<file path="src/hw/rtl/mctg_pkg.sv">
// Shared types and fixed field widths for the MIDI clock tick generator.
// Depends on nothing; every other file of the block but mctg_checker imports it.

package mctg_pkg;

  // Field widths fixed by the channel format
  localparam int IDX_FIELD_W   = 5;
  localparam int VALUE_FIELD_W = 16;
  localparam int COUNT_FIELD_W = 16;

  typedef enum logic {
    OP_TICK  = 1'b0,
    OP_WRITE = 1'b1
  } op_t;

  // One input item as held in the input register
  typedef struct packed {
    op_t                      op;
    logic [IDX_FIELD_W-1:0]   entry_index;
    logic [VALUE_FIELD_W-1:0] entry_value;
    logic                     stop_request;
    logic                     start_request;
    logic                     playing;
    logic                     tempo_raised;
  } item_t;

  // Timestamp table write command
  typedef struct packed {
    logic                     en;
    logic [IDX_FIELD_W-1:0]   idx;
    logic [VALUE_FIELD_W-1:0] value;
  } stamp_wr_t;

  // One result item
  typedef struct packed {
    logic                     clock_pulse;
    logic [IDX_FIELD_W-1:0]   pulse_index;
    logic [IDX_FIELD_W-1:0]   blink_phase;
    logic [COUNT_FIELD_W-1:0] tick_count;
  } result_t;

endpackage

</file>
<file path="src/hw/rtl/mctg_if.sv">
// Valid/ready channel interfaces for the input items and the result items.
// Depends on mctg_pkg for the field widths.

interface mctg_in_if;
  import mctg_pkg::*;

  logic                     valid;
  logic                     ready;
  logic                     op;
  logic [IDX_FIELD_W-1:0]   entry_index;
  logic [VALUE_FIELD_W-1:0] entry_value;
  logic                     stop_request;
  logic                     start_request;
  logic                     playing;
  logic                     tempo_raised;

  modport source (
    output valid, op, entry_index, entry_value, stop_request, start_request,
           playing, tempo_raised,
    input  ready
  );
  modport sink (
    input  valid, op, entry_index, entry_value, stop_request, start_request,
           playing, tempo_raised,
    output ready
  );
  modport mon (
    input valid, ready, op, entry_index, entry_value, stop_request, start_request,
          playing, tempo_raised
  );
endinterface

interface mctg_out_if;
  import mctg_pkg::*;

  logic                     valid;
  logic                     ready;
  logic                     clock_pulse;
  logic [IDX_FIELD_W-1:0]   pulse_index;
  logic [IDX_FIELD_W-1:0]   blink_phase;
  logic [COUNT_FIELD_W-1:0] tick_count;

  modport source (
    output valid, clock_pulse, pulse_index, blink_phase, tick_count,
    input  ready
  );
  modport sink (
    input  valid, clock_pulse, pulse_index, blink_phase, tick_count,
    output ready
  );
  modport mon (
    input valid, ready, clock_pulse, pulse_index, blink_phase, tick_count
  );
endinterface

</file>
<file path="src/hw/rtl/midi_clock_tick_generator_top.sv">
// MIDI clock tick generator, 24 pulses per quarter note: input register,
// tick core and timestamp table. Depends on mctg_pkg, mctg_if,
// mctg_stamp_store and mctg_tick_core.
//
//   channel  | dir | handshake        | payload
//   in_ch    | in  | valid / ready    | op, entry_index, entry_value, flags
//   out_ch   | out | valid / ready    | clock_pulse, pulse_index, blink_phase,
//            |     |                  | tick_count
//
// Sustains one item per clock while results are taken; each item passes the
// input register, loaded at acceptance, and then the state/result register,
// whose output is the offered result.
// The whole update is one pass through the tick core's compare and add chain.
// Reset (rst_n low, synchronous) clears the state and the table to zero.
// A result that is not taken halts processing; the input register then holds
// one more item and ready drops until the result leaves.

module midi_clock_tick_generator_top #(
  parameter int PULSES_PER_BEAT = 24,
  parameter int STAMP_WIDTH     = 16
) (
  input  logic            clk,
  input  logic            rst_n,
  mctg_in_if.sink         in_ch,
  mctg_out_if.source      out_ch
);
  import mctg_pkg::*;

  localparam int ADDR_W = $clog2(PULSES_PER_BEAT + 3);

  logic                   in_valid_r;
  item_t                  in_item_r;
  logic                   out_valid_r;
  logic                   advance;
  logic                   fire;
  stamp_wr_t              wr;
  logic [ADDR_W-1:0]      rd_addr;
  logic [STAMP_WIDTH-1:0] rd_stamp, stamp0, stamp1, stamp2;
  result_t                result;

  // Move forward whenever the result slot is free or being emptied
  assign advance     = !out_valid_r || out_ch.ready;
  assign fire        = in_valid_r && advance;
  assign in_ch.ready = !in_valid_r || advance;

  always_ff @(posedge clk) begin
    if (!rst_n) begin
      in_valid_r  <= 1'b0;
      out_valid_r <= 1'b0;
    end else begin
      if (in_ch.ready) in_valid_r  <= in_ch.valid;
      if (advance)     out_valid_r <= in_valid_r;
    end
  end

  // Capture the item payload
  always_ff @(posedge clk) begin
    if (in_ch.valid && in_ch.ready) begin
      in_item_r.op            <= op_t'(in_ch.op);
      in_item_r.entry_index   <= in_ch.entry_index;
      in_item_r.entry_value   <= in_ch.entry_value;
      in_item_r.stop_request  <= in_ch.stop_request;
      in_item_r.start_request <= in_ch.start_request;
      in_item_r.playing       <= in_ch.playing;
      in_item_r.tempo_raised  <= in_ch.tempo_raised;
    end
  end

  mctg_stamp_store #(
    .PULSES_PER_BEAT (PULSES_PER_BEAT),
    .STAMP_WIDTH     (STAMP_WIDTH)
  ) u_store (
    .clk      (clk),
    .rst_n    (rst_n),
    .wr       (wr),
    .rd_addr  (rd_addr),
    .rd_stamp (rd_stamp),
    .stamp0   (stamp0),
    .stamp1   (stamp1),
    .stamp2   (stamp2)
  );

  mctg_tick_core #(
    .PULSES_PER_BEAT (PULSES_PER_BEAT),
    .STAMP_WIDTH     (STAMP_WIDTH)
  ) u_core (
    .clk      (clk),
    .rst_n    (rst_n),
    .fire     (fire),
    .item     (in_item_r),
    .rd_stamp (rd_stamp),
    .stamp0   (stamp0),
    .stamp1   (stamp1),
    .stamp2   (stamp2),
    .wr       (wr),
    .rd_addr  (rd_addr),
    .result   (result)
  );

  // Drive the result channel
  assign out_ch.valid       = out_valid_r;
  assign out_ch.clock_pulse = result.clock_pulse;
  assign out_ch.pulse_index = result.pulse_index;
  assign out_ch.blink_phase = result.blink_phase;
  assign out_ch.tick_count  = result.tick_count;

endmodule

</file>
<file path="src/hw/rtl/mctg_stamp_store.sv">
// Pulse timestamp table: flip-flop entries, one write port, one indexed read
// port and fixed taps on the first three entries. Depends on mctg_pkg.

module mctg_stamp_store #(
  parameter int  PULSES_PER_BEAT = 24,
  parameter int  STAMP_WIDTH     = 16,
  localparam int ADDR_W          = $clog2(PULSES_PER_BEAT + 3)
) (
  input  logic                   clk,
  input  logic                   rst_n,
  input  mctg_pkg::stamp_wr_t    wr,
  input  logic [ADDR_W-1:0]      rd_addr,
  output logic [STAMP_WIDTH-1:0] rd_stamp,
  output logic [STAMP_WIDTH-1:0] stamp0,
  output logic [STAMP_WIDTH-1:0] stamp1,
  output logic [STAMP_WIDTH-1:0] stamp2
);
  import mctg_pkg::*;

  // Entries past the write index range can never be loaded and read as zero
  localparam int DEPTH    = PULSES_PER_BEAT + 1;
  localparam int MAX_WR   = 2 ** IDX_FIELD_W;
  localparam int STORED   = (DEPTH < MAX_WR) ? DEPTH : MAX_WR;
  localparam int SA_W     = $clog2(STORED);
  localparam logic [ADDR_W-1:0] STORED_A = ADDR_W'(STORED);

  logic [STAMP_WIDTH-1:0] mem_r [STORED];
  logic                   rd_hit;

  // Load one entry per write item; the core has already range-checked it
  always_ff @(posedge clk) begin
    if (!rst_n) begin
      for (int k = 0; k < STORED; k++) begin
        mem_r[k] <= '0;
      end
    end else if (wr.en) begin
      mem_r[wr.idx[SA_W-1:0]] <= STAMP_WIDTH'(wr.value);
    end
  end

  // Indexed read, zero beyond the table
  assign rd_hit   = (rd_addr < STORED_A);
  assign rd_stamp = rd_hit ? mem_r[rd_addr[SA_W-1:0]] : '0;

  // Fixed taps used by a beat restart and by the tempo cap
  assign stamp0 = mem_r[SA_W'(0)];
  assign stamp1 = mem_r[SA_W'(1)];
  assign stamp2 = mem_r[SA_W'(2)];

endmodule

</file>
<file path="src/hw/rtl/mctg_tick_core.sv">
// Tick state and its one-pass update: counter, pulse index, next stamp,
// blink phase, plus shadow copies of the three table entries the index
// looks at. Depends on mctg_pkg; reads the table through mctg_stamp_store.

module mctg_tick_core #(
  parameter int  PULSES_PER_BEAT = 24,
  parameter int  STAMP_WIDTH     = 16,
  localparam int ADDR_W          = $clog2(PULSES_PER_BEAT + 3)
) (
  input  logic                   clk,
  input  logic                   rst_n,
  input  logic                   fire,
  input  mctg_pkg::item_t        item,
  input  logic [STAMP_WIDTH-1:0] rd_stamp,
  input  logic [STAMP_WIDTH-1:0] stamp0,
  input  logic [STAMP_WIDTH-1:0] stamp1,
  input  logic [STAMP_WIDTH-1:0] stamp2,
  output mctg_pkg::stamp_wr_t    wr,
  output logic [ADDR_W-1:0]      rd_addr,
  output mctg_pkg::result_t      result
);
  import mctg_pkg::*;

  localparam int IDX_W  = $clog2(PULSES_PER_BEAT);
  localparam int CMP_W  = (ADDR_W > IDX_FIELD_W) ? ADDR_W : IDX_FIELD_W;
  localparam int DEPTH  = PULSES_PER_BEAT + 1;
  localparam int MAX_WR = 2 ** IDX_FIELD_W;
  localparam int STORED = (DEPTH < MAX_WR) ? DEPTH : MAX_WR;
  localparam logic [IDX_W-1:0] LAST_PULSE = IDX_W'(PULSES_PER_BEAT - 1);
  localparam logic [CMP_W-1:0] STORED_C   = CMP_W'(STORED);

  // State; cur/tgt/ahd mirror table entries at index, index+1, index+2
  logic [STAMP_WIDTH-1:0] cnt_r, cnt_nxt;
  logic [STAMP_WIDTH-1:0] next_r, next_nxt;
  logic [STAMP_WIDTH-1:0] cur_r, cur_nxt;
  logic [STAMP_WIDTH-1:0] tgt_r, tgt_nxt;
  logic [STAMP_WIDTH-1:0] ahd_r, ahd_nxt;
  logic [IDX_W-1:0]       sync_r, sync_nxt;
  logic [IDX_W-1:0]       blink_r, blink_nxt;
  logic                   pulse_r, pulse_nxt;

  // View of the state after an optional stop
  logic [IDX_W-1:0]       i_eff;
  logic [STAMP_WIDTH-1:0] cnt_eff, next_eff, cur_eff, tgt_eff, ahd_eff;
  logic [STAMP_WIDTH-1:0] gap, left, adj, adj_min, cnt_t, cnt_inc;
  logic                   hit, over;
  logic [CMP_W-1:0]       wr_idx_c, i_c;
  logic                   wr_ok;
  logic [STAMP_WIDTH-1:0] wr_val;

  // On a tick item, a stop restarts the beat before normal processing
  always_comb begin
    if (item.stop_request) begin
      i_eff    = '0;
      cnt_eff  = '0;
      next_eff = stamp1;
      cur_eff  = stamp0;
      tgt_eff  = stamp1;
      ahd_eff  = stamp2;
    end else begin
      i_eff    = sync_r;
      cnt_eff  = cnt_r;
      next_eff = next_r;
      cur_eff  = cur_r;
      tgt_eff  = tgt_r;
      ahd_eff  = ahd_r;
    end
  end

  // Fetch the entry three ahead, which becomes the new look-ahead on a step
  assign rd_addr = ADDR_W'(i_eff) + ADDR_W'(3);

  // Tempo re-align: wrap-around differences, unsigned cap at entry one
  assign gap     = tgt_eff - cur_eff;
  assign left    = next_eff - cnt_eff;
  assign adj     = gap - left;
  assign adj_min = (stamp1 < adj) ? stamp1 : adj;
  assign cnt_t   = item.tempo_raised ? (cur_eff + adj_min) : cnt_eff;
  assign hit     = (cnt_t == tgt_eff);
  assign over    = (cnt_t > tgt_eff);
  assign cnt_inc = cnt_t + STAMP_WIDTH'(1);

  // Table write command, dropped beyond the last entry
  assign wr_idx_c = CMP_W'(item.entry_index);
  assign i_c      = CMP_W'(sync_r);
  assign wr_ok    = (wr_idx_c < STORED_C);
  assign wr_val   = STAMP_WIDTH'(item.entry_value);
  assign wr.en    = fire && (item.op == OP_WRITE) && wr_ok;
  assign wr.idx   = item.entry_index;
  assign wr.value = item.entry_value;

  always_comb begin
    cnt_nxt   = cnt_r;
    next_nxt  = next_r;
    cur_nxt   = cur_r;
    tgt_nxt   = tgt_r;
    ahd_nxt   = ahd_r;
    sync_nxt  = sync_r;
    blink_nxt = blink_r;
    pulse_nxt = 1'b0;
    case (item.op)
      OP_WRITE: begin
        // Keep the shadows coherent with the table
        if (wr_ok) begin
          if (wr_idx_c == i_c)                 cur_nxt = wr_val;
          if (wr_idx_c == i_c + CMP_W'(1))     tgt_nxt = wr_val;
          if (wr_idx_c == i_c + CMP_W'(2))     ahd_nxt = wr_val;
        end
      end
      OP_TICK: begin
        if (item.start_request) begin
          // Restart the beat and skip the compare
          cnt_nxt  = '0;
          sync_nxt = '0;
          next_nxt = stamp1;
          cur_nxt  = stamp0;
          tgt_nxt  = stamp1;
          ahd_nxt  = stamp2;
        end else begin
          sync_nxt = i_eff;
          next_nxt = next_eff;
          cur_nxt  = cur_eff;
          tgt_nxt  = tgt_eff;
          ahd_nxt  = ahd_eff;
          if (hit) begin
            pulse_nxt = 1'b1;
            blink_nxt = (blink_r >= LAST_PULSE) ? '0 : blink_r + IDX_W'(1);
            if (item.playing) begin
              if (i_eff >= LAST_PULSE) begin
                cnt_nxt  = '0;
                sync_nxt = '0;
                next_nxt = stamp1;
                cur_nxt  = stamp0;
                tgt_nxt  = stamp1;
                ahd_nxt  = stamp2;
              end else begin
                // Advance to the next pulse and slide the shadows
                cnt_nxt  = cnt_inc;
                sync_nxt = i_eff + IDX_W'(1);
                next_nxt = ahd_eff;
                cur_nxt  = tgt_eff;
                tgt_nxt  = ahd_eff;
                ahd_nxt  = rd_stamp;
              end
            end else begin
              cnt_nxt = '0;
            end
          end else if (over) begin
            cnt_nxt = '0;
          end else begin
            cnt_nxt = cnt_inc;
          end
        end
      end
      default: begin
        pulse_nxt = 1'b0;
      end
    endcase
  end

  // Hold state unless an item is processed
  always_ff @(posedge clk) begin
    if (!rst_n) begin
      cnt_r   <= '0;
      next_r  <= '0;
      cur_r   <= '0;
      tgt_r   <= '0;
      ahd_r   <= '0;
      sync_r  <= '0;
      blink_r <= '0;
      pulse_r <= 1'b0;
    end else if (fire) begin
      cnt_r   <= cnt_nxt;
      next_r  <= next_nxt;
      cur_r   <= cur_nxt;
      tgt_r   <= tgt_nxt;
      ahd_r   <= ahd_nxt;
      sync_r  <= sync_nxt;
      blink_r <= blink_nxt;
      pulse_r <= pulse_nxt;
    end
  end

  // The state registers double as the result register
  assign result.clock_pulse = pulse_r;
  assign result.pulse_index = IDX_FIELD_W'(sync_r);
  assign result.blink_phase = IDX_FIELD_W'(blink_r);
  assign result.tick_count  = COUNT_FIELD_W'(cnt_r);

endmodule

</file>
<file path="src/flat_wrapper.sv">
// flat-port wrapper written by rule: the top's interface ports become plain ports
module midi_clock_tick_generator_top_flat import mctg_pkg::*;
#(
  parameter int PULSES_PER_BEAT = 24,
  parameter int STAMP_WIDTH     = 16
)
  (clk, rst_n, in_ch_valid, in_ch_op, in_ch_entry_index, in_ch_entry_value, in_ch_stop_request, in_ch_start_request, in_ch_playing, in_ch_tempo_raised, in_ch_ready, out_ch_valid, out_ch_clock_pulse, out_ch_pulse_index, out_ch_blink_phase, out_ch_tick_count, out_ch_ready);
  mctg_in_if in_ch_i ();
  mctg_out_if out_ch_i ();
  input  logic clk;
  input  logic rst_n;
  input wire logic [$bits(in_ch_i.valid)-1:0] in_ch_valid;
  input wire logic [$bits(in_ch_i.op)-1:0] in_ch_op;
  input wire logic [$bits(in_ch_i.entry_index)-1:0] in_ch_entry_index;
  input wire logic [$bits(in_ch_i.entry_value)-1:0] in_ch_entry_value;
  input wire logic [$bits(in_ch_i.stop_request)-1:0] in_ch_stop_request;
  input wire logic [$bits(in_ch_i.start_request)-1:0] in_ch_start_request;
  input wire logic [$bits(in_ch_i.playing)-1:0] in_ch_playing;
  input wire logic [$bits(in_ch_i.tempo_raised)-1:0] in_ch_tempo_raised;
  output wire logic [$bits(in_ch_i.ready)-1:0] in_ch_ready;
  output wire logic [$bits(out_ch_i.valid)-1:0] out_ch_valid;
  output wire logic [$bits(out_ch_i.clock_pulse)-1:0] out_ch_clock_pulse;
  output wire logic [$bits(out_ch_i.pulse_index)-1:0] out_ch_pulse_index;
  output wire logic [$bits(out_ch_i.blink_phase)-1:0] out_ch_blink_phase;
  output wire logic [$bits(out_ch_i.tick_count)-1:0] out_ch_tick_count;
  input wire logic [$bits(out_ch_i.ready)-1:0] out_ch_ready;
  assign in_ch_i.valid = in_ch_valid;
  assign in_ch_i.op = in_ch_op;
  assign in_ch_i.entry_index = in_ch_entry_index;
  assign in_ch_i.entry_value = in_ch_entry_value;
  assign in_ch_i.stop_request = in_ch_stop_request;
  assign in_ch_i.start_request = in_ch_start_request;
  assign in_ch_i.playing = in_ch_playing;
  assign in_ch_i.tempo_raised = in_ch_tempo_raised;
  assign in_ch_ready = in_ch_i.ready;
  assign out_ch_valid = out_ch_i.valid;
  assign out_ch_clock_pulse = out_ch_i.clock_pulse;
  assign out_ch_pulse_index = out_ch_i.pulse_index;
  assign out_ch_blink_phase = out_ch_i.blink_phase;
  assign out_ch_tick_count = out_ch_i.tick_count;
  assign out_ch_i.ready = out_ch_ready;
  midi_clock_tick_generator_top #(.PULSES_PER_BEAT(PULSES_PER_BEAT), .STAMP_WIDTH(STAMP_WIDTH)) u_core (.clk(clk), .rst_n(rst_n), .in_ch(in_ch_i), .out_ch(out_ch_i));
endmodule
</file>
<file path="config.mk">
export PLATFORM = sky130hd
export DESIGN_NAME = midi_clock_tick_generator_top_flat
export DESIGN_NICKNAME = d
export VERILOG_FILES = /design/src/hw/rtl/mctg_pkg.sv /design/src/hw/rtl/mctg_if.sv /design/src/hw/rtl/midi_clock_tick_generator_top.sv /design/src/hw/rtl/mctg_stamp_store.sv /design/src/hw/rtl/mctg_tick_core.sv /design/src/flat_wrapper.sv
export SDC_FILE = /design/constraint.sdc
export NUM_CORES = 1
export LEC_CHECK = 0
export BUFFER_PORTS_ARGS = -buffer_cell sky130_fd_sc_hd__buf_2
export CORE_AREA = 2 2 244 246
export CTS_CLUSTER_DIAMETER = 200
export DETAILED_ROUTE_END_ITERATION = 6
export DIE_AREA = 0 0 246 248
export HOLD_SLACK_MARGIN = 0.06
export PLACE_DENSITY = 0.65
export SKIP_LAST_GASP = 1
export SYNTH_ARGS = -nofsm -noshare
export SYNTH_HDL_FRONTEND = slang
export SYNTH_SLANG_ARGS = --single-unit
</file>
<file path="constraint.sdc">
create_clock -name clk -period 11.38 [get_ports clk]
set_input_delay 1.707 -clock clk [delete_from_list [all_inputs] [get_ports clk]]
set_output_delay 1.707 -clock clk [all_outputs]
set_load 0.1 [all_outputs]
</file>
-- Word level (Yosys, flattened, before mapping)
Memories as Yosys holds them, arrays and structs flattened.
Cells that the tools add are included.
- add/sub/neg operators: 10
- bitwise operators: 2
- reduce and logical (&&, ||, !) cells: 14
- mux-type cells: 53
- equality and inequality tests: 8
- $lt $le $gt $ge: 6
- operator list (kind ; count):
    $mux W16 ; 35
    $pmux W16 S2 ; 3
    $sub A16 B16 Y16 ; 3
    $mux W5 ; 7
    $add A16 B1 Y16 const B ; 1
    $add A16 B16 Y16 ; 1
    $eq A16 B16 Y1 ; 1
    $gt A16 B16 Y1 ; 1
    $lt A16 B16 Y1 ; 1
    $reduce_or A16 Y1 ; 1
    $add A5 B1 Y5 const B ; 3
    $eq A5 B5 Y1 ; 3
    $add A5 B2 Y5 const B ; 2
    $ge A5 B5 Y1 const B ; 2
    $lt A5 B5 Y1 const B ; 2
    $reduce_and A3 Y1 ; 3
    $mux W1 ; 8
    $ne A2 B2 Y1 const B ; 4
    $logic_and A1 B1 Y1 ; 4
    $reduce_and A4 Y1 ; 1
    $logic_not A1 Y1 ; 2
    $logic_or A1 B1 Y1 ; 2
    $not A1 Y1 ; 2
    $reduce_and A2 Y1 ; 1
- RAM bits: 400
- output and inout port bits: 29
- input port bits: 30
- memories kept: 1
- register bits after elaboration: 119
- memory list (name ; words ; bits a word ; read ports ; clocked after memory_dff ; wr ports ; line ; text):
    u_core.u_store.mem_r ; 25 ; 16 ; 4 ; 0 ; 25 ; mctg_stamp_store.sv:27 ; logic [STAMP_WIDTH-1:0] mem_r [STORED];

-- Depth between registers and ports, before layout
Gate-level depths: netlist of the first run.
- depth in word-level cells: 12
- gate-level depth with buffers: 50
- gate-level depth less buffers: 41

-- By module
A second synthesis of the first run with hierarchy kept.
- cells, all modules: 2719
- area total of the unflattened synthesis: 29143.0 µm²
- by module, submodules not included (module ; cells an instance ; instances ; area an instance (µm²)):
    mctg_stamp_store ; 1404 ; 1 ; 18579.1
    mctg_tick_core ; 1280 ; 1 ; 9679.3
    midi_clock_tick_generator_top ; 35 ; 1 ; 884.6

-- Worst setup path before layout of the first run
OpenSTA, ideal clock, no wires.
- path type: reg-to-reg
- start point: register u_core.in_item_r[3] (netlist name)
- end point: register u_core.u_core.ahd_r[13]
- setup time: 0.074 ns
- clock period less this slack: 10.161 ns
- buffers on the path: 10
- data arrival time: 10.087 ns
- cell stages (with the launch flop): 49
- setup slack: 1.219 ns
- cell sequence: edfxtp_1 buf_6 buf_2 buf_2 buf_2 buf_2 mux2i_1 fa_1 inv_1 fa_1 inv_1 ha_1 inv_1 fa_1 nor2b_1 o21ai_0 a21oi_1 o21ai_0 [... 13 more ...] ha_1 a211oi_2 o21ai_1 o211a_1 o21a_1 o211ai_1 xnor2_1 a21oi_1 ha_1 nand2_1 nor4_2 nand3_1 clkbuf_1 clkbuf_1 buf_2 a311oi_1 o21ai_0 a31oi_1
- cells in the longest elaborated chain, start to end: 11
- ends and longest elaborated chain (what ; line ; text):
    start: declaration ; midi_clock_tick_generator_top.sv:32 ; item_t in_item_r;
    $mux W16 ; mctg_tick_core.sv:53 ; if (item.stop_request) begin
    $sub A16 B16 Y16 (on tied branches) ; mctg_tick_core.sv:74, mctg_tick_core.sv:75 ;
    $sub A16 B16 Y16 ; mctg_tick_core.sv:76 ; assign adj = gap - left;
    $lt A16 B16 Y1 ; mctg_tick_core.sv:77 ; assign adj_min = (stamp1 < adj) ? stamp1 : adj;
    $mux W16 ; mctg_tick_core.sv:77 ;
    $add A16 B16 Y16 ; mctg_tick_core.sv:78 ; assign cnt_t = item.tempo_raised ? (cur_eff + adj_min) : cnt_eff;
    $mux W16 ; mctg_tick_core.sv:78 ;
    $eq A16 B16 Y1 ; mctg_tick_core.sv:79 ; assign hit = (cnt_t == tgt_eff);
    $mux W16 * ; mctg_tick_core.sv:125 ; if (hit) begin
    $mux W16 * ; mctg_tick_core.sv:111 ; if (item.start_request) begin
    $pmux W16 S2 * ; mctg_tick_core.sv:101 ; case (item.op)
    end signal: assignment ; mctg_tick_core.sv:177 ; ahd_r <= ahd_nxt;
    end: declaration ; mctg_tick_core.sv:37 ; logic [STAMP_WIDTH-1:0] ahd_r, ahd_nxt;
Mark *: on every way between the ends. The rest lies on a longest branch, timed or not.
A chain may end at the register's enable or synchronous reset.

-- Final worst setup path of the first run
- start point: register u_core.in_item_r[3] (netlist name)
- end point: register u_core.u_core.ahd_r[7]
The elaborated chain is that of the path after synthesis.

==> key figures, run 1 <==
Synthesis
  – Mapped Cells: about 2600
  – Most frequent cells after synthesis: 426 x edfxtp_1, 407 x and2_1, 218 x nand2_1
  – Avg Inst Size Synth: 11.3 um^2
  – Sequential area share after synthesis: approximately half
  – Synth Warn #: 0
  – Synth Register Bits: a little over 500
  – Async SR Flop Fraction: 0%
  – Top cell type's share of synthesized area: approximately 44%
  – Post-synthesis cell type count: around 90
  – Count of flip-flops with a built-in enable after synthesis: 426
  – Leading area contributor after synthesis: edfxtp_1
  – Mapped cell area: just under 30000 um^2
  – Mapped Nets: roughly 2700
  – Area contributors post-synth: edfxtp_1 44%, and2_1 8.8%, mux4_2 7.5%, dfxtp_1 6.4%, ha_1 3.0%
  – Count leader, synth: edfxtp_1
  – Synth Flop Type: edfxtp_1

Timing
  – Tcrit/Tclk final: between 90% and 100%
  – Slew Limit Headroom: 17.0%
  – Unrepaired setup endpoints after global routing: false
  – Final hold slack: about 0.45 ns
  – Final Hold Vio Count: 0
  – Fin Clk Skew: 0.0440 ns
  – Fin crit period: about 11 ns
  – Slew @ Worst Pin: 1.24 ns
  – FMAX: between 0.09 and 0.1 GHz
  – Post-route setup TNS: 0 ns
  – Setup Viol. Count Final: 0
  – Slew Viols, Final: 0

Setup path
  – CP max-delay cell: fa_1
  – Critical path's top delay family: compound AO/OA/AOI/OAI gates
  – Worst Path Max Fanout: 45
  – Crit path buffers/inverters: 6
  – Startpoint types: flop
  – Required @ worst endpoint: between 10 and 15 ns
  – R2r startpoint: u_core.in_item_r[3]
  – Crit end category: flop
  – Worst setup path startpoint: u_core.in_item_r[3]
  – Slowest stage delay, CP: about 0.5 ns
  – CP Class: reg -> reg
  – Arrival @ worst endpoint: between 10 and 15 ns

Detailed routing
  – DRC: 0
  – 1st-iter DRT viols: 2173
  – Via/cell ratio: ~6.1
  – DRT Wirelength: between 80000 and 90000 um
  – Routed Antenna Nets: 0
  – Via count: 20600
  – Routed length per instance: around 25 um
  – DRT Pass-1 Iters: 5

Cells and area
  – Area of the multi-input gates: 13300 um^2
  – NumNets Final: around 2700
  – Register Area: between 10000 and 15000 um^2
  – Fin util: a little over half
  – Filler instances: 5032
  – Layout cells sized above 1: about 14%
  – Area grow syn2layout: 10.0%

Place
  – DP HPWL: ~57000 um
  – Number of port buffers: between 50 and 60
  – Placer Congestion: 0.919

Global route
  – Total track usage: ~28%
  – Antenna violations before repair: 2
  – First-pass GRT wire length: roughly 130000 um
  – Grt total ovfl: 0
  – Vias in the first global route: between 20000 and 25000
  – Largest net degree at the start of global routing: 68

Floorplan
  – Top-level port count: slightly below 60
  – DIE AREA: slightly above 60000 um^2
  – # rows: just under 90
  – Core Region: roughly 58000 um^2
  – Initial Util: 49.5%
  – DIE HEIGHT: 248 um
  – Die Span X: 246 um

Clock tree
  – Clock slew at reported path FFs: 0.07 ns
  – H-tree depth: 2
  – Clock buffer depth: 3
  – Clk sinks: around 520
  – Clk root buf: clkbuf_16
  – CTS tree: built
  – Clk Latency, worst-skew pair: between 0.6 and 0.7 ns
  – TritonCTS Buffers: 54
  – Hold buffers post-CTS: 0

Pwr
  – Final Power: 5030 uW
  – Combinational power share: approximately a fifth
  – Power share of the clock group: between 30% and 40%
  – Psw: roughly 1500 uW
  – Power per Cell Area: roughly 160 nW/um^2
  – Part of the power in registers: a little over two fifths
  – Maximum VDD drop: between 150 and 200 uV
  – Leak pwr: roughly 0.012 uW
  – P_int: 3540 uW
  – Net Sw Frac: between 20% and 30%

Worst hold path
  – Min-delay src: u_core.u_core.next_r[6]
  – Hold Crit Class: reg -> reg

Run status
  – Status: completed

Run
  – Number of max-cap violations: 0
[per-layer routing]
metal	vias up	global-route usage, %	part of all wire, %
met2	828	47.1	49
met1	10300	37.5	41
met5	-	0	0
met4	0	11.4	4.3
met3	181	3.10	5.9
li1	9272	-	-
[cells in the final DEF, fill, tap and decap left out, drive strengths merged, types with 32 or more instances in the layout]
cell / count
dfxtp: 93
buf: 121
mux2i: 53
a31oi: 42
a21oi: 83
inv: 77
ha: 69
mux4: 96
edfxtp: 426
nand3: 79
nor2b: 36
nand2: 218
xnor2: 32
o21ai: 164
nor2: 106
clkbuf: 62
and2: 407
[power groups by stage]
stage	registers [uW]	clock network [uW]	logic, uW
after floorplan	2190	0	730
after global placement	2200	0	1010
after detailed placement	2200	0	1020
after CTS	2160	1840	1030
after global routing	2170	1920	1140
final	2160	1820	1050
[final timing paths]
kind | slack (ns) | cells after the start | end
worst max-delay path | 0.80 | 37 | u_core.u_core.ahd_r[7]
worst min-delay path | 0.45 | 2 | u_core.u_core.next_r[6]
worst max register to register | 0.80 | 37 | u_core.u_core.ahd_r[7]
worst min register to register | 0.45 | 2 | u_core.u_core.next_r[6]
[sequential cells by signal (all words and copies together), names as in the netlist]
name	flops
u_core.u_core.tgt_r	16
u_core.in_item_r	26
u_core.in_valid_r	1
u_core.out_ch.valid	1
u_core.u_core.blink_r	5
u_core.u_core.pulse_r	1
u_core.u_core.i_c	5
u_core.u_core.ahd_r	16
u_core.u_core.cnt_r	16
u_core.u_core.cur_r	16
u_core.u_core.next_r	16
u_core.u_store.mem_r	400
[worst min-delay path, delay by kind of cell (launching register included)]
kind | cells | cell delay, ns
and+or+nand+nor | 1 | 0.05
AOI/OAI and AO/OA | 1 | 0.05
DFF | 1 | 0.31
[per-stage QoR]
| step | setup WS [ns] | area [um^2] | std cells |
|---|---|---|---|
| after floorplan | 1.22 | 28900 | 2554 |
| after global placement | 0.652 | 30000 | 3256 |
| after detailed placement | 0.610 | 30000 | 3256 |
| after CTS | 0.550 | 31800 | 3358 |
| after global routing | 0.0122 | 31800 | 3358 |
| final | 0.802 | 31800 | 3359 |
[repair_timing]
item	CTS	global route
gates resized for setup	0	5
setup endpoints to repair	0	74
buffers inserted	0	0
[area by class of cell]
| type | count | area share [%] |
|---|---|---|
| inverter | 77 | 0.924 |
| sequential | 519 | 46.1 |
| multi-input combinational | 1766 | 41.8 |
| timing repair buffer | 121 | 2.45 |
| antenna | 1 | 0.00787 |
| tap | 773 | 3.04 |
| clock buffer | 62 | 4.34 |
| clock inverter | 40 | 1.36 |
[kinds of logic (layout without fill, tap and decap cells)]
| kind of cell | after synthesis | after routing | synth area share (%) |
|---|---|---|---|
| fa+ha+maj | 100 | 100 | 5.13 |
| mux | 173 | 173 | 10.3 |
| other cells | 0 | 1 | 0 |
| compound gates | 500 | 500 | 11.4 |
| flops | 519 | 519 | 50.7 |
| buf+inv | 269 | 300 | 3.66 |
| xor+xnor | 45 | 45 | 1.41 |
| simple gates | 948 | 948 | 17.5 |
Note: power is estimated with default switching activity, not from simulation.
==> run 2, diff against run 1 <==
--- a/config.mk
+++ b/config.mk
@@ -5,13 +5,13 @@
 export SDC_FILE = /design/constraint.sdc
 export NUM_CORES = 1
 export LEC_CHECK = 0
-export BUFFER_PORTS_ARGS = -buffer_cell sky130_fd_sc_hd__buf_2
-export CORE_AREA = 2 2 244 246
+export BUFFER_PORTS_ARGS = -buffer_cell sky130_fd_sc_hd__buf_4
+export CORE_AREA = 2 2 257 259
 export CTS_CLUSTER_DIAMETER = 200
 export DETAILED_ROUTE_END_ITERATION = 6
-export DIE_AREA = 0 0 246 248
+export DIE_AREA = 0 0 259 261
 export HOLD_SLACK_MARGIN = 0.06
-export PLACE_DENSITY = 0.65
+export PLACE_DENSITY = 0.6
 export SKIP_LAST_GASP = 1
 export SYNTH_ARGS = -nofsm -noshare
 export SYNTH_HDL_FRONTEND = slang
==> run 2 against run 1 <==
Net effect:
- wire length grew 2.8%
- die area up 11%
- via count shrank 0.21%
- clock power is 5% higher
- first-iteration DRC count down 15%
- combinational power about the same
- worst hold slack improved by 0.0018 ns
- final cell count is 3.1% higher
- global-route usage down 2.1 points
- largest cell class unchanged
==> key figures, run 2 (same netlist as run 1, synthesis figures left out) <==
Cells and area
  – Ant. Diodes: 0 (was 1)
  – NumNets Final: 2685 (was 2669)
  – Most common cell after layout, fill and taps aside: edfxtp_1 (unchanged)
  – Fin util: 49.6% (was 54.4%)
  – Commonest non-fill, non-tap cells in the layout: 426 x edfxtp_1, 407 x and2_1, 217 x nand2_1 (was 426 x edfxtp_1, 407 x and2_1, 216 x nand2_1)
  – Area grow syn2layout: 11.6% (was 10.0%)
  – Layout cells sized above 1: 14.6% (was 14.0%)
  – Biggest register: u_core.u_store.mem_r (unchanged)
  – Registers with the most flip-flops: u_core.u_store.mem_r x400, u_core.in_item_r x26 (unchanged)
  – Max reg flops: 400 (unchanged)

Pwr
  – Power per Cell Area: 159 nW/um^2 (was 158 nW/um^2)
  – Psw: 1490 uW (about the same)
  – P_int: 3630 uW (was 3540 uW)
  – Part of the power in registers: 42.2% (was 43.0%)
  – Leak pwr: 0.0121 uW (was 0.0120 uW)
  – Power share of the clock group: 37.3% (was 36.1%)
  – Combinational power share: 20.5% (was 20.8%)
  – Net Sw Frac: 29.0% (was 29.6%)
  – Maximum VDD drop: 127 uV (was 161 uV)

Clock tree
  – Clock slew at reported path FFs: 0.06 ns (was 0.07 ns)
  – CTS tree: built (unchanged)
  – Clock buffer depth: 3 (unchanged)
  – TritonCTS Buffers: 56 (was 54)
  – Clk sinks: 519 (unchanged)
  – Clk Latency, worst-skew pair: 0.64 ns (was 0.63 ns)
  – H-tree depth: 2 (unchanged)
  – Clk root buf: clkbuf_16 (unchanged)

Timing
  – Slew Limit Headroom: 15.4% (was 17.0%)
  – FMAX: 0.0936 GHz (was 0.0945 GHz)
  – Tcrit/Tclk final: 93.9% (was 93.0%)
  – Slew @ Worst Pin: 1.26 ns (was 1.24 ns)
  – Slew Viols, Final: 0 (unchanged)
  – Final Hold Vio Count: 0 (unchanged)
  – Fin crit period: 10.68 ns (was 10.58 ns)
  – Fin Clk Skew: 0.0454 ns (was 0.0440 ns)
  – Setup Viol. Count Final: 0 (unchanged)
  – Final hold slack: 0.451 ns (was 0.449 ns)
  – Final setup margin: 0.700 ns (was 0.802 ns)

Detailed routing
  – Routed length per instance: 25.3 um (was 25.4 um)
  – DRT Pass-1 Iters: 6 (was 5)
  – 1st-iter DRT viols: 1842 (was 2173)
  – DRC: 0 (unchanged)
  – DRT Wirelength: 87700 um (was 85300 um)
  – Via count: 20600 (about the same)
  – Routed Antenna Nets: 0 (unchanged)
  – Via/cell ratio: 5.94 (was 6.13)

Setup path
  – CP max-delay cell: and3_2 (was fa_1)
  – Worst r2r path cells: 37 (unchanged)
  – Worst Path Max Fanout: 38 (was 45)
  – Slowest stage delay, CP: 0.58 ns (was 0.50 ns)
  – Startpoint types: flop (unchanged)
  – Crit end category: flop (unchanged)
  – Most used cell, CP: a211oi_1
  – Required @ worst endpoint: 11.85 ns (was 11.93 ns)
  – Reg2reg setup slack: 0.70 ns (was 0.80 ns)
  – CP Class: reg -> reg (unchanged)
  – Arrival @ worst endpoint: 11.15 ns (was 11.13 ns)

Global route
  – Vias in the first global route: 20300 (was 20500)
  – Grt total ovfl: 0 (unchanged)
  – First-pass GRT wire length: 132000 um (was 128000 um)
  – Total track usage: 26.0% (was 28.1%)
  – Antenna violations before repair: 1 (was 2)
  – Largest net degree at the start of global routing: 69 (was 68)

Place
  – Number of port buffers: 58 (unchanged)
  – Pre-CTS setup slack: 0.398 ns (was 0.610 ns)
  – Placer Congestion: 0.896 (was 0.919)
  – DP HPWL: 59100 um (was 56500 um)

Floorplan
  – Die Span X: 259 um (was 246 um)
  – DIE HEIGHT: 261 um (was 248 um)
  – # rows: 94 (was 89)
  – Top-level port count: 59 (unchanged)
  – Core Region: 65000 um^2 (was 58500 um^2)
  – Initial Util: 44.5% (was 49.5%)
  – DIE AREA: 67600 um^2 (was 61000 um^2)

Run
  – Number of max-cap violations: 0 (unchanged)

Worst hold path
  – Hold Crit Class: reg -> reg (unchanged)
  – WHS Path Cells: 2 (unchanged)

Run status
  – Status: completed (unchanged)
==> run 2: changes by cell type in the layout (fill, tap and decap cells not counted), sizes merged <==
| cell | before | now |
|---|---|---|
| bufinv | 7 | 9 |
| diode | 1 | 0 |
| clkinv | 31 | 20 |
| clkbuf | 62 | 67 |
| buf | 121 | 135 |
| inv | 77 | 80 |
| clkinvlp | 2 | 4 |
==> run 2: area by class of cell <==
| class | instances | area, um^2 |
|---|---|---|
| Timing Repair Buffer | 135 | 1030 |
| Sequential cell | 519 | 14700 |
| Clock inverter | 36 | 472 |
| Multi-Input combinational cell | 1766 | 13300 |
| Clock buffer | 67 | 1450 |
| Tap cell | 864 | 1080 |
| Fill cell | 5801 | 32800 |
| Inverter | 77 | 294 |
==> run 2: power groups by stage <==
stage	Clock, uW	Sequential [uW]	Combinational, uW
after CTS	1940	2160	1050
after global routing	2010	2160	1150
after global placement	0	2190	1040
after detailed placement	0	2200	1040
after floorplan	0	2190	730
final	1910	2160	1050
==> run 2: routing by layer <==
layer / routed length [um] / GRT usage [%] / up-vias
li1: - / - / 9332
met1: 36200 / 34.2 / 10300
met2: 42800 / 43.9 / 757
met3: 4910 / 3.04 / 160
met4: 3850 / 10.8 / 0
met5: 0 / 0 / -
==> run 2: repair_timing <==
item                       in CTS  in global routing
setup endpoints to repair       0                 38
hold buffers                    0                  0
resized for setup               0                  3
buffers inserted                0                  0
==> run 2: final timing paths <==
kind                          startpoint                       to
setup / recovery     u_core.in_item_r[3]  u_core.u_core.ahd_r[14]
setup reg to reg     u_core.in_item_r[3]  u_core.u_core.ahd_r[14]
hold reg to reg   u_core.u_core.ahd_r[5]   u_core.u_core.ahd_r[5]
hold / removal    u_core.u_core.ahd_r[5]   u_core.u_core.ahd_r[5]
==> run 2: critical path, delay by kind of cell (launching register included) <==
kind	cells	cell delay, ns
AO/OA/AOI/OAI	14	3.04
adder cells (fa/ha/maj)	7	2.72
AND/OR/NAND/NOR	7	1.78
buffers and inverters	6	1.52
multiplexers	2	0.74
flip-flops	1	0.47
XOR/XNOR	1	0.19
==> run 2: through the flow <==
step / area (um^2) / power (uW) / instances / TNS [ns]
2_1_floorplan: 28900 / 2920 / 2554 / 0
3_3_place_gp: 30300 / 3240 / 3361 / 0
3_5_place_dp: 30300 / 3240 / 3361 / 0
4_1_cts: 32300 / 5140 / 3464 / 0
5_1_grt: 32300 / 5320 / 3464 / -0.00390
6_report: 32300 / 5120 / 3464 / 0
